<file path="src/hw/rtl/wabb_pkg.sv">
// Shared types, formats and arithmetic helpers for the world box transform.
`timescale 1ns / 1ps
package wabb_pkg;

    localparam int CW = 16;
    localparam int FB = 8;
    localparam int QF = CW - 2;
    localparam int PW = 2 * CW;
    localparam int QW = PW + 1 - QF;
    localparam int RW = QW + 3;
    localparam int TW = PW + 1 - FB;
    localparam int SW = TW + 2;

    localparam int POS_W = 48;
    localparam int ROT_W = 64;
    localparam int SCL_W = 48;
    localparam int CFG_W = 64;

    localparam logic [1:0] CFG_POS = 2'd0;
    localparam logic [1:0] CFG_ROT = 2'd1;
    localparam logic [1:0] CFG_SCL = 2'd2;

    localparam logic [ROT_W-1:0] ROT_RST = ROT_W'(2 ** QF) << (3 * CW);
    localparam logic [SCL_W-1:0] SCL_RST = SCL_W'({3{CW'(2 ** FB)}});

    localparam logic signed [SW-1:0] CMAX = SW'(2 ** (CW - 1) - 1);
    localparam logic signed [SW-1:0] CMIN = -CMAX - SW'(1);

    typedef logic signed [CW-1:0] t_comp;
    typedef t_comp [2:0] t_vec3;
    typedef struct packed {
        t_vec3 bmax;
        t_vec3 bmin;
    } t_box;
    typedef t_comp [2:0][2:0] t_mat;
    typedef logic signed [TW-1:0] t_term;
    typedef t_term [2:0][2:0] t_terms;

    function automatic t_comp sat_comp(input logic signed [SW-1:0] v);
        t_comp res;
        if (v > CMAX) begin
            res = CMAX[CW-1:0];
        end else if (v < CMIN) begin
            res = CMIN[CW-1:0];
        end else begin
            res = v[CW-1:0];
        end
        return res;
    endfunction

    function automatic logic signed [PW:0] rnd(input t_comp a, input t_comp b, input int s);
        logic signed [PW-1:0] p;
        logic signed [PW:0] t;
        p = a * b;
        t = (PW + 1)'(p) + (PW + 1)'(2 ** (s - 1));
        return t;
    endfunction

endpackage

</file>
<file path="src/hw/rtl/wabb_sum.sv">
// Sum stage: add translation to the three terms per axis and saturate.
`timescale 1ns / 1ps
module wabb_sum (
    input  logic                        i_clk,
    input  logic                        i_en,
    input  logic [wabb_pkg::POS_W-1:0]  i_pos,
    input  wabb_pkg::t_terms            i_lo,
    input  wabb_pkg::t_terms            i_hi,
    output wabb_pkg::t_box              o_box
);
    import wabb_pkg::*;

    t_box r_box, n_box;

    always_comb begin
        t_comp p [3];
        t_term l0, l1, l2, h0, h1, h2;
        p[0] = i_pos[3*CW-1:2*CW];
        p[1] = i_pos[2*CW-1:CW];
        p[2] = i_pos[CW-1:0];
        for (int r = 0; r < 3; r++) begin
            l0 = i_lo[r][0]; l1 = i_lo[r][1]; l2 = i_lo[r][2];
            h0 = i_hi[r][0]; h1 = i_hi[r][1]; h2 = i_hi[r][2];
            n_box.bmin[r] = sat_comp(SW'(p[r]) + SW'(l0) + SW'(l1) + SW'(l2));
            n_box.bmax[r] = sat_comp(SW'(p[r]) + SW'(h0) + SW'(h1) + SW'(h2));
        end
    end

    always_ff @(posedge i_clk) begin
        if (i_en) begin
            r_box <= n_box;
        end
    end

    assign o_box = r_box;

endmodule

</file>
<file path="config.mk">
export PLATFORM = sky130hd
export DESIGN_NAME = wabb_sum
export DESIGN_NICKNAME = d
export VERILOG_FILES = /design/src/hw/rtl/wabb_pkg.sv /design/src/hw/rtl/wabb_sum.sv
export SDC_FILE = /design/constraint.sdc
export NUM_CORES = 1
export LEC_CHECK = 0
export BUFFER_PORTS_ARGS = -buffer_cell sky130_fd_sc_hd__buf_4
export CAP_MARGIN = 10
export CORE_AREA = 2 2 234 236
export DETAILED_ROUTE_END_ITERATION = 12
export DIE_AREA = 0 0 236 238
export HOLD_SLACK_MARGIN = 0.12
export PLACE_DENSITY = 0.74
export SLEW_MARGIN = 20
export SYNTH_ARGS = -nofsm -noshare
export SYNTH_HDL_FRONTEND = slang
export SYNTH_SLANG_ARGS = --single-unit
</file>
<file path="constraint.sdc">
create_clock -name i_clk -period 5.3 [get_ports i_clk]
set_clock_uncertainty 0.05 [all_clocks]
set_input_delay 0.53 -clock i_clk [delete_from_list [all_inputs] [get_ports i_clk]]
set_output_delay 0.53 -clock i_clk [all_outputs]
set_load 0.03 [all_outputs]
</file>
=== Word level (Yosys, flattened, before mapping) ===
Cells that the tools add are included.

* Register bits after elaboration: 96
* Bits in latches: 0
* Bits in writable memories: 0
* Bits in read-only memories: 0
* Input port bits: 500
* Output and inout port bits: 96
* Word-level logic and storage cells: 42
* Memories kept: 0

* $add $sub $neg: 18
* Multipliers: 0
* Divide/modulo/power cells: 0
* Order comparisons: 12
* Equal/unequal tests: 0
* Shifts and indexed selects: 0
* Mux-type cells: 6
* Bitwise operators: 0
* Reduce and logical (&&, ||, !) cells: 0

{| class="wikitable"
|+ Operators with widths
! cell !! count
|-
| 26-bit by 25-bit adder with 27-bit output || 6
|-
| 27-bit by 25-bit adder with 27-bit output || 6
|-
| 27-bit by 16-bit greater-than comparator with 1-bit output, second input constant || 6
|-
| 27-bit by 16-bit < comparator with 1-bit output, second input constant || 6
|-
| 16-bit by 25-bit adder with 26-bit output || 6
|-
| 16-bit two-way mux || 6
|}

=== Depth between registers and ports, before layout ===
* Word-level depth: 5
* Depth in mapped cells: 18
* Depth with buffers taken out: 17

=== Worst setup path after synthesis ===
OpenSTA, ideal clock, no wires.

* Path kind: input port to flip-flop
* Start point: in i_pos[31] (netlist bit)
* End point: reg r_box (netlist bit o_box[64]), data pin
* Arrival time: 4.801 ns
* Data required time: 4.980 ns
* Setup slack: 0.179 ns
* Stages: 16
* Buffers on the path: 2
* Cells stage by stage: inv_1 > fa_1 > fa_1 > inv_1 > ha_1 > clkbuf_1 > nand4_1 > or2_2 > o211ai_1 > a21o_1 > a21oi_1 > xor2_1 > nand4_1 > o41ai_2 > clkbuf_1 > o21ai_0

* Word-level cells in the longest chain between the ends: 5
* Elaborated cells between the ends (all ways): 6

{| class="wikitable"
|+ Ends and longest elaborated chain
! element !! RTL line !! text
|-
| start: declaration || wabb_sum.sv:6 || <nowiki>input logic [wabb_pkg::POS_W-1:0] i_pos,</nowiki>
|-
| 16-bit by 25-bit adder with 26-bit output (*) || wabb_sum.sv:25 || <nowiki>n_box.bmax[r] = sat_comp(SW'(p[r]) + SW'(h0) + SW'(h1) + SW'(h2));</nowiki>
|-
| 26-bit by 25-bit adder with 27-bit output (*) || wabb_sum.sv:25 ||
|-
| 27-bit by 25-bit adder with 27-bit output (*) || wabb_sum.sv:25 ||
|-
| 27-bit by 16-bit < comparator with 1-bit output || wabb_pkg.sv:43 || <nowiki>end else if (v < CMIN) begin</nowiki>
|-
| 16-bit two-way mux || wabb_pkg.sv:43 ||
|-
| end signal: assignment || wabb_sum.sv:31 || <nowiki>r_box <= n_box;</nowiki>
|-
| end: declaration || wabb_sum.sv:13 || <nowiki>t_box r_box, n_box;</nowiki>
|}

Every way passes the cells marked *; elsewhere a longest branch is shown, timed or not.
A chain may end at the register's enable or synchronous reset.

=== Worst setup path in the final report ===
* Start point: in i_pos[33] (netlist bit)
* End point: reg r_box (netlist bit o_box[52]), data pin

Same word-level chain as after synthesis.

==> impl_summary.md <==
Layout
The final net count is 3964. In the final layout, the multi-input gates occupy 14600 µm². The number of fill cells is 5049. The flip-flop count of the largest register, all copies and words added is 96.

The sequential cells in the finished layout cover a total of 2880 µm². The final antenna diode count is 0. The non-filler instance count after layout is 3703. The layout overhead on the synthesized area is 29.0%. Of the cells placed in the final design, the portion with a size suffix greater than 1 is 0.240.

Yosys
Of the total synthesized cell area, the portion taken by full adders, half adders and majority gates is 0.393. Of the synthesized area, sequential elements account for 0.140. Of the post-synthesis cell area, the part taken by muxes is 0.000975. The flip-flop and latch count after synthesis is 96. The synthesized area per cell is 8.65 µm². Among all flip-flop cells after synthesis, the most frequent one is sky130_fd_sc_hd__edfxtp_1. The fraction of the mapped netlist area in compound gates is 0.169. Synthesis produced a netlist whose cell count is 2374. After synthesis, the largest family of logic cells by area is adder cells.

The number of distinct standard cells referenced by the synthesized netlist is between 80 and 90. The number of warnings printed during yosys synthesis is 0. The synthesized netlist net count is 3336. Yosys mapped a number of flops with a built-in enable equal to 96.

The fraction of synthesized cell area in xor and xnor cells is 0.0571. The mapped netlist covers 20500 µm². Of the total synthesized cell area, the portion taken by AND, OR, NAND and NOR gates is 0.0916. The share of synthesized registers carrying an async set or reset is 0.

Routing
The iteration count of the initial detailed-routing pass is 5. In the final routed layout, each cell accounts on average for between 15 and 20 µm. After detailed routing, the number of vias per cell comes to 4.89. After detailed routing, the number of remaining DRC violations is 0.

The total detailed-routing wirelength is 62.6 mm. The total number of vias is 18.1k. In this run, the number of DRC markers left after iteration 0 of detailed routing was 1092. Once detail routing completed, the nets flagged for antenna violations numbered 0.

Timing
The actual slew at the worst max-slew pin is 0.790 ns. For this run, the top clock speed supported by timing is 200 MHz. In this run the tightest slew margin relative to its limit is 0.474. The final cycle utilization of the critical path is 0.942. Across all setup checks in the final design, the least slack found is 0.309 ns. Setup repair after global routing left no endpoint under its margin. The number of endpoints with negative hold slack in the final report is 0.

The final number of max-transition violations was 0. Across all hold checks on the routed design, the worst slack comes to around 0.50 ns. The routed design could run at a clock period as short as 4.99 ns. Setup violations remaining at the end of the flow were counted as 0.

Placement
The number of instances in the placed design is 3687. The placed wire-length estimate is between 50 and 60 mm. The post-placement setup slack is -0.190 ns. The count of input and output buffers is 595.

The weighted congestion reported at the end of routability-driven placement is 0.932.

Floorplan
After floorplanning, the core was divided into 85 placement rows. The floorplan step set the die height to 238 µm. The core region is around 53000 µm². The die covers 56200 µm². The overall die width is 236 µm. The initial utilization of the core area, before any placement, comes to 0.384. The number of top-level pins is 596.

Pwr
The power density relative to cell area is 423 nW/µm². The worst-case IR drop observed on VDD is approximately 0.22 mV. Summed over all cells, the static leakage comes to around 0.014 µW.

GRT
Entering global routing, the biggest net connects 57 pins. The first global-routing pass estimated 97.2 mm of wire. The via count of the first global-routing pass came to 18.6k. Across every metal layer, demand over resource in global routing totals 0.222.

The residual overflow from global routing is 0. The initial antenna violation count is 1.

Critical path
At the worst endpoint, the required time is 5.45 ns. STA classifies the critical path startpoint as an input pin. The critical setup path kind is in2reg. The worst setup path is captured at a flop. The endpoint arrival time on the critical path is between 5 and 6 ns. Of all nets on the critical path, the largest fanout is 15.

CTS
No sink is reached through more buffers than the 2 on the longest clock path. The clock transition at the registers of the reported paths is 0.07 ns. CTS saw 96 sinks. Clock tree synthesis selected as its root buffer the cell sky130_fd_sc_hd__clkbuf_16. The number of H-tree levels is 3.

Hold repair after CTS inserted 0 buffers. Counting the buffers created by CTS gives 9. The CTS tree is done.

Flow run
The reported max-cap violation count is 0.

Hold path
The type of the worst min-delay path is in2reg.

Outcome
The run finished with clean final reports.
[per-layer routing]
layer	vias up	global-route usage	share of wire
li1	8813	-	-
met1	8661	0.272	0.41
met2	551	0.398	0.50
met3	68	0.0422	0.058
met4	2	0.0625	0.026
met5	-	0	0.00021
[synthesized netlist by cell type (13+ instances only)]
| cell type | number | area share |
|---|---|---|
| sky130_fd_sc_hd__inv_1 | 762 | 0.14 |
| sky130_fd_sc_hd__fa_1 | 306 | 0.30 |
| sky130_fd_sc_hd__ha_1 | 156 | 0.095 |
| sky130_fd_sc_hd__a21oi_1 | 138 | 0.034 |
| sky130_fd_sc_hd__nand2_1 | 112 | 0.020 |
| sky130_fd_sc_hd__edfxtp_1 | 96 | 0.14 |
| sky130_fd_sc_hd__o21ai_0 | 81 | 0.020 |
| sky130_fd_sc_hd__nor2_1 | 78 | 0.014 |
| sky130_fd_sc_hd__xnor2_1 | 73 | 0.031 |
| sky130_fd_sc_hd__a21o_1 | 70 | 0.026 |
| sky130_fd_sc_hd__xor2_1 | 61 | 0.026 |
| sky130_fd_sc_hd__nand3_1 | 36 | 0.0088 |
| sky130_fd_sc_hd__nor3_1 | 34 | 0.0083 |
| sky130_fd_sc_hd__o211ai_1 | 22 | 0.0080 |
| sky130_fd_sc_hd__a211oi_1 | 19 | 0.0069 |
| sky130_fd_sc_hd__clkbuf_1 | 18 | 0.0033 |
| sky130_fd_sc_hd__a31oi_1 | 17 | 0.0052 |
| sky130_fd_sc_hd__nand4_1 | 17 | 0.0052 |
| sky130_fd_sc_hd__o21a_1 | 16 | 0.0058 |
| sky130_fd_sc_hd__nand2b_1 | 15 | 0.0046 |
| sky130_fd_sc_hd__o21bai_1 | 14 | 0.0051 |
| sky130_fd_sc_hd__and3_1 | 13 | 0.0040 |
[per-stage QoR]
step           total power [µW]  utilization  setup TNS, ns  area [µm²]
2_1_floorplan              7630            -              0       20500
6_report                  11200        0.495              0       26500
4_1_cts                   11200        0.495              0       26500
3_5_place_dp              10400        0.489          -1.87       26200
5_1_grt                   12200        0.495              0       26500
3_3_place_gp              10300        0.489         -0.713       26200
[critical path, stage by stage]
cell and delay [ns]:
sky130_fd_sc_hd__buf_4 0.08, sky130_fd_sc_hd__inv_1 0.09, sky130_fd_sc_hd__fa_1 0.56, sky130_fd_sc_hd__fa_1 0.42
sky130_fd_sc_hd__inv_1 0.07, sky130_fd_sc_hd__ha_1 0.17, sky130_fd_sc_hd__inv_1 0.07, sky130_fd_sc_hd__fa_1 0.45
sky130_fd_sc_hd__and2b_1 0.22, sky130_fd_sc_hd__o2111ai_1 0.17, sky130_fd_sc_hd__a31oi_1 0.33, sky130_fd_sc_hd__a311oi_2 0.22
sky130_fd_sc_hd__o41ai_4 0.42, sky130_fd_sc_hd__nand3_1 0.12, sky130_fd_sc_hd__a32oi_1 0.23, sky130_fd_sc_hd__xnor2_1 0.11
sky130_fd_sc_hd__o41a_1 0.47, sky130_fd_sc_hd__buf_12 0.17, sky130_fd_sc_hd__o21ai_0 0.22
[final timing paths]
path	depth (start not counted)	start	slack, ns	end
setup / recovery	19	i_pos[33]	0.31	o_box[52]$_SDFFCE_PN1P_
hold / removal	4	i_lo[125]	0.50	o_box[16]$_SDFFCE_PN1P_
[area by class of cell]
type	instances	area share
multi-input combinational	1485	0.553
clock inverter	7	0.00349
timing repair buffer	648	0.186
inverter	762	0.108
tap	696	0.0329
clock buffer	9	0.00850
sequential	96	0.109
[layout by cell type (no fill, tap or decap), types with 17 or more instances in the layout]
cell type,n
sky130_fd_sc_hd__a21o_1,70
sky130_fd_sc_hd__a21oi_1,137
sky130_fd_sc_hd__a211oi_1,19
sky130_fd_sc_hd__xor2_1,61
sky130_fd_sc_hd__o211ai_1,22
sky130_fd_sc_hd__nand4_1,17
sky130_fd_sc_hd__nor2_1,78
sky130_fd_sc_hd__edfxtp_1,96
sky130_fd_sc_hd__nor3_1,34
sky130_fd_sc_hd__xnor2_1,73
sky130_fd_sc_hd__nand2_1,112
sky130_fd_sc_hd__inv_1,762
sky130_fd_sc_hd__nand3_1,36
sky130_fd_sc_hd__ha_1,156
sky130_fd_sc_hd__fa_1,306
sky130_fd_sc_hd__o21ai_0,81
sky130_fd_sc_hd__buf_4,643
[what timing repair did]
item	4_1_cts	5_1_grt
setup buffers	0	0
setup endpoints to repair	0	15
gates resized for setup	0	1
[where the power goes]
part           switching, µW  internal (µW)
Clock                    321            414
Combinational           5220           3600
Sequential               180           1490
Total                   5720           5500
[kinds of logic (layout without fill, tap and decap cells)]
family	after synthesis	after routing
AO/OA/AOI/OAI	507	507
XOR/XNOR	134	134
adder cells (fa/ha/maj)	462	462
flip-flops	96	96
AND/OR/NAND/NOR	380	380
multiplexers	2	2
buffers and inverters	793	1426
(Power assumes the default switching activity.)
